## src/hw/rtl/aes_pkg.sv

```systemverilog
// Shared types, constants and byte-substitution functions for the AES-128 block cipher.
// Used by the column cells, the key schedule and the top level; depends on nothing.
package aes_pkg;

    localparam int ROUND_COUNT = 10;
    localparam int KEY_ROWS = ROUND_COUNT + 1;
    localparam int STEP_W = $clog2(KEY_ROWS);

    localparam logic OP_ENCRYPT = 1'b0;
    localparam logic OP_DECRYPT = 1'b1;

    typedef enum logic {
        ENG_IDLE,
        ENG_RUN
    } aes_eng_state_t;

    typedef struct packed {
        logic dec;
        logic bypass;
        logic mix;
    } aes_cell_ctrl_t;

    localparam logic [2047:0] SBOX_TABLE = {
        128'h637c777bf26b6fc53001672bfed7ab76,
        128'hca82c97dfa5947f0add4a2af9ca472c0,
        128'hb7fd9326363ff7cc34a5e5f171d83115,
        128'h04c723c31896059a071280e2eb27b275,
        128'h09832c1a1b6e5aa0523bd6b329e32f84,
        128'h53d100ed20fcb15b6acbbe394a4c58cf,
        128'hd0efaafb434d338545f9027f503c9fa8,
        128'h51a3408f929d38f5bcb6da2110fff3d2,
        128'hcd0c13ec5f974417c4a77e3d645d1973,
        128'h60814fdc222a908846eeb814de5e0bdb,
        128'he0323a0a4906245cc2d3ac629195e479,
        128'he7c8376d8dd54ea96c56f4ea657aae08,
        128'hba78252e1ca6b4c6e8dd741f4bbd8b8a,
        128'h703eb5664803f60e613557b986c11d9e,
        128'he1f8981169d98e949b1e87e9ce5528df,
        128'h8ca1890dbfe6426841992d0fb054bb16
    };

    localparam logic [2047:0] INV_SBOX_TABLE = {
        128'h52096ad53036a538bf40a39e81f3d7fb,
        128'h7ce339829b2fff87348e4344c4dee9cb,
        128'h547b9432a6c2233dee4c950b42fac34e,
        128'h082ea16628d924b2765ba2496d8bd125,
        128'h72f8f66486689816d4a45ccc5d65b692,
        128'h6c704850fdedb9da5e154657a78d9d84,
        128'h90d8ab008cbcd30af7e45805b8b34506,
        128'hd02c1e8fca3f0f02c1afbd0301138a6b,
        128'h3a9111414f67dcea97f2cfcef0b4e673,
        128'h96ac7422e7ad3585e2f937e81c75df6e,
        128'h47f11a711d29c5896fb7620eaa18be1b,
        128'hfc563e4bc6d279209adbc0fe78cd5af4,
        128'h1fdda8338807c731b11210592780ec5f,
        128'h60517fa919b54a0d2de57a9f93c99cef,
        128'ha0e03b4dae2af5b0c8ebbb3c83539961,
        128'h172b047eba77d626e169146355210c7d
    };

    function automatic logic [7:0] sbox(input logic [7:0] x);
        return SBOX_TABLE[{~x, 3'b000} +: 8];
    endfunction

    function automatic logic [7:0] inv_sbox(input logic [7:0] x);
        return INV_SBOX_TABLE[{~x, 3'b000} +: 8];
    endfunction

    function automatic logic [7:0] xtime(input logic [7:0] a);
        return {a[6:0], 1'b0} ^ (a[7] ? 8'h1b : 8'h00);
    endfunction

endpackage

```

## src/hw/rtl/aes_key_sched.sv

```systemverilog
// Key schedule: expands the cipher key into eleven round keys, one per cycle, and holds them.
// Depends on aes_pkg for the S-box, xtime, the round count and the key store sizes.
module aes_key_sched (
    input  logic                        clk,
    input  logic                        rst_n,
    input  logic                        start,
    input  logic [127:0]                key_in,
    input  logic                        rd_en,
    input  logic [aes_pkg::STEP_W-1:0]  rd_addr,
    output logic [127:0]                rd_data,
    output logic                        busy
);
    import aes_pkg::*;

    logic [127:0]      key_mem [KEY_ROWS];
    logic              busy_reg;
    logic [STEP_W-1:0] cnt_reg;
    logic [127:0]      prev_reg;
    logic [127:0]      prev_next;
    logic [7:0]        rc_reg;
    logic [7:0]        rc_next;
    logic [127:0]      rd_data_reg;
    logic [31:0]       rot_word;
    logic [31:0]       sub_word;
    logic [31:0]       w0;
    logic [31:0]       w1;
    logic [31:0]       w2;
    logic [31:0]       w3;

    always_comb
    begin
        rot_word = {prev_reg[23:0], prev_reg[31:24]};
        for (int b = 0; b < 4; b++) begin
            sub_word[31-8*b -: 8] = sbox(rot_word[31-8*b -: 8]);
        end
        w0 = prev_reg[127:96] ^ sub_word ^ {rc_reg, 24'h000000};
        w1 = w0 ^ prev_reg[95:64];
        w2 = w1 ^ prev_reg[63:32];
        w3 = w2 ^ prev_reg[31:0];
        if (cnt_reg == '0) begin
            prev_next = key_in;
            rc_next = 8'h01;
        end else begin
            prev_next = {w0, w1, w2, w3};
            rc_next = xtime(rc_reg);
        end
    end

    always_ff @(posedge clk or negedge rst_n)
    begin
        if (!rst_n) begin
            busy_reg <= 1'b0;
            cnt_reg <= '0;
        end else if (start) begin
            busy_reg <= 1'b1;
            cnt_reg <= '0;
        end else if (busy_reg) begin
            if (cnt_reg == STEP_W'(ROUND_COUNT)) begin
                busy_reg <= 1'b0;
            end
            cnt_reg <= cnt_reg + 1'b1;
        end
    end

    always_ff @(posedge clk)
    begin
        if (busy_reg && !start) begin
            key_mem[cnt_reg] <= prev_next;
            prev_reg <= prev_next;
            rc_reg <= rc_next;
        end
        if (rd_en) begin
            rd_data_reg <= key_mem[rd_addr];
        end
    end

    assign rd_data = rd_data_reg;
    assign busy = busy_reg;

endmodule

```

## config.mk

```make
export PLATFORM = sky130hd
export DESIGN_NAME = aes_key_sched
export DESIGN_NICKNAME = d
export VERILOG_FILES = /design/src/hw/rtl/aes_pkg.sv /design/src/hw/rtl/aes_key_sched.sv
export SDC_FILE = /design/constraint.sdc
export NUM_CORES = 2
export LEC_CHECK = 0
export BUFFER_PORTS_ARGS = -buffer_cell sky130_fd_sc_hd__buf_4
export CORE_MARGIN = 4
export CORE_UTILIZATION = 55
export CTS_CLUSTER_SIZE = 14
export DETAILED_ROUTE_END_ITERATION = 12
export PLACE_DENSITY = 0.75
export SYNTH_ARGS = -nofsm -noshare
export SYNTH_HDL_FRONTEND = slang
export SYNTH_SLANG_ARGS = --single-unit
export TNS_END_PERCENT = 1
```

## constraint.sdc

```tcl
create_clock -name clk -period 11.01 [get_ports clk]
set_clock_uncertainty 0.05 [all_clocks]
set_input_delay 1.6515 -clock clk [delete_from_list [all_inputs] [get_ports clk]]
set_output_delay 1.6515 -clock clk [all_outputs]
set_load 0.02 [all_outputs]
```

==> run_results.csv <==
group,metric,value,unit
global_routing,antenna_found_initial,15,
logic_synthesis,syn_nets,5293,
logic_synthesis,ys_top_cells_by_area,"edfxtp_1 63%, mux4_2 13%, mux2_2 2.1%",
detailed_routing,wl_per_cell,34.1,um
global_routing,grt_max_degree,114,
status,status,"completed",
logic_synthesis,synth.most_common_cell,"edfxtp_1",
clocking,cts_resized,0,
detailed_routing,dr.pass1.iters,6,
power_and_ir_drop,irDropWorstVdd,250,uV
flow_run,drv_cap,0,
clocking,root_buffer,"clkbuf_16",
clocking,cts_buffers,163,
detailed_routing,ant_nets,0,
logic_synthesis,synthCells,5093,
sta,min_period,6.15,ns
worst_setup_path,worstSetupStartpointType,"flop",
floorplan,core-area,0.143,mm2
logic_synthesis,yosysTopAreaCell,"edfxtp_1",
logic_synthesis,yosys_warnings,0,
clocking,clkSinkCount,1677,
clocking,clockBufferDepth,3,
sta,post-route-period-util,55.8,%
global_routing,grt_busiest_layer,"met2",
global_routing,grt_overflow,0,
logic_synthesis,async_flop_share,0.298,%
global_routing,grt_pass1_vias,49000,
clocking,cts_setup_buffers,0,
detailed_routing,viasPerCell,6.97,
placement,portBuffers,264,
layout,drive_above_1_share,24.1,%
logic_synthesis,syn_area,0.0794,mm2
logic_synthesis,yosysUniqueCellTypes,106,
worst_setup_path,crit_type,"reg -> reg",
clocking,cts_tree,"yes",
hold_path,hp-class,"reg -> reg",
floorplan,num_rows,139,
logic_synthesis,avgSynthCellArea,15.6,um2
sta,rsz0062_at_grt,"false",
floorplan,die-area,0.150,mm2
clocking,htree_levels,4,
placement,place_hpwl,152000,um
power_and_ir_drop,p_leak,29.1,nW
floorplan,start_util,55.3,%
detailed_routing,drc_errors,0,
clocking,cts_hold_buf,0,
layout,syn2layout_area_growth,11.2,%
sta,setup_tns,0,ns
sta,relSlewSlack,3.58,%
sta,drv_slew,0,
layout,largest_reg_flops,1408,
worst_setup_path,required,11.37,ns
logic_synthesis,synthFlopType,"edfxtp_1",
floorplan,dieHeight,388,um
sta,final_hold_viol_count,0,
sta,finalSetupViolCount,0,
sta,max_freq,163,MHz
floorplan,io_pins,265,
clocking,path_clk_slew,0.06,ns
worst_setup_path,rrSetupSlack,4.86,ns
detailed_routing,routed_wl,247000,um
detailed_routing,drt_iter0_drc,7950,
worst_setup_path,endpoint_kind,"flop",
layout,finalNetCount,5427,
logic_synthesis,yosysTopAreaCellShare,63.3,%
logic_synthesis,seq_area_frac_synth,63.4,%
global_routing,grtUsageMet3,6.80,%
layout,fin_cells,7265,
global_routing,grtUsageMet2,49.3,%
power_and_ir_drop,p_per_area,334,mW/mm2
worst_setup_path,crit_fanout,32,
global_routing,track_usage,32.5,%
logic_synthesis,synth-edff-count,1672,
clocking,clock_latency,0.82,ns
floorplan,die_x,388,um
global_routing,use_met1,46.6,%
placement,gp_congestion,1.01,
detailed_routing,route.vias.total,50600,
global_routing,grt_pass1_wl,357000,um
logic_synthesis,yosys-top-cells-count,"1672 x edfxtp_1, 446 x mux4_2, 282 x nor2_1",
sta,tightest_slew,1.43,ns
logic_synthesis,synth-seq-cells,1677,
placement,dp.cells,6965,
worst_setup_path,arrival,6.51,ns
-- metrics by stage --
stage	util (%)	hold slack, ns	instance area [um2]	worst slack [ns]	power (mW)
detailed placement	57.8	0.535	82900	5.13	23.6
floorplan	-	0.496	79400	3.16	18.8
CTS	61.5	0.524	88200	5.05	29.2
global route	61.5	0.549	88200	4.72	30.5
finish	61.5	0.555	88200	4.86	29.5
global placement	57.8	0.524	82900	5.22	23.5
-- power breakdown --
group          switching, mW  internal (mW)
logic                   9.37           4.22
registers              0.413           9.97
clock network           2.44           3.07
total                   12.2           17.3
-- worst max-delay path: stages (launching register included) --
cell and delay, ns:
edfxtp_1 0.33, buf_4 0.36, clkinv_1 0.46, ha_1 0.95
inv_1 0.23, mux4_2 0.50, mux4_2 0.52, and4_1 0.22
nor4_1 0.19, o211ai_1 0.21, xor2_1 0.59, xor2_1 0.12
o21ai_0 0.98
-- layout make-up --
type,count,area [um2]
diodes,6,15.0
clock buffers,190,4240
clock inverters,104,1040
fillers,10200,55300
inverters,54,208
multi-input cells,2933,26900
flip-flops and latches,1677,50300
well taps,1903,2380
repair buffers,398,3070
-- routing by layer --
| metal | vias up | share of wire (%) |
|---|---|---|
| li1 | 20700 | - |
| met2 | 3454 | 46 |
| met1 | 25900 | 39 |
| met3 | 587 | 11 |
| met4 | 8 | 4.6 |
| met5 | - | 0.025 |
-- cell usage in the layout (no fill, tap or decap), drive strengths merged, types with 14 or more instances in the layout --
| master | netlist | layout |
|---|---|---|
| or3 | 16 | 16 |
| o311a | 16 | 16 |
| nor2b | 84 | 84 |
| nand4 | 29 | 29 |
| a31oi | 53 | 53 |
| nor3 | 79 | 79 |
| o311ai | 21 | 21 |
| a2111oi | 17 | 17 |
| o22ai | 15 | 15 |
| mux2i | 47 | 47 |
| o211ai | 55 | 55 |
| o221ai | 22 | 22 |
| a211oi | 57 | 57 |
| o21ai | 207 | 207 |
| and3 | 23 | 23 |
| xnor3 | 18 | 18 |
| inv | 46 | 50 |
| nand3 | 88 | 88 |
| xor2 | 49 | 49 |
| clkbuf | 211 | 190 |
| nand2b | 95 | 95 |
| mux2 | 150 | 150 |
| a311oi | 47 | 47 |
| a311o | 15 | 15 |
| a211o | 21 | 21 |
| clkinv | 8 | 92 |
| xnor2 | 102 | 102 |
| edfxtp | 1672 | 1672 |
| mux4 | 446 | 446 |
| or2 | 27 | 27 |
| and2 | 43 | 43 |
| nand2 | 277 | 277 |
| a21oi | 187 | 187 |
| buf | 218 | 398 |
| nor2 | 283 | 283 |
| a221oi | 25 | 25 |
| o31ai | 19 | 19 |
| nor3b | 14 | 14 |
| nor4 | 21 | 21 |
| ha | 64 | 64 |
-- cell families (layout without fill, tap and decap cells) --
logic type                 after synthesis  after routing  synth area share [%]
other                                    0              6                     0
DFF                                   1677           1677                  63.4
and+or+nand+nor                       1128           1128                  7.05
adders and majority gates               64             64                  1.01
xor gates and xnor gates               174            174                  2.42
buffers and inverters                  483            746                  2.71
AOI/OAI and AO/OA                      924            924                  8.03
muxes                                  643            643                  15.4
-- worst paths after layout --
| kind | endpoint | depth (start not counted) | startpoint |
|---|---|---|---|
| min in group asynchronous | cnt_reg[2]$_DFFE_PN0P_ | 1 | rst_n |
| setup reg to reg | prev_reg[43]$_DFFE_PP_ | 12 | prev_reg[0]$_DFFE_PP_ |
| setup / recovery | prev_reg[43]$_DFFE_PP_ | 12 | prev_reg[0]$_DFFE_PP_ |
| max in group asynchronous | cnt_reg[0]$_DFFE_PN0P_ | 1 | rst_n |
| hold / removal | cnt_reg[1]$_DFFE_PN0P_ | 2 | cnt_reg[1]$_DFFE_PN0P_ |
| hold reg to reg | cnt_reg[1]$_DFFE_PN0P_ | 2 | cnt_reg[1]$_DFFE_PN0P_ |
(Power assumes the default switching activity.)
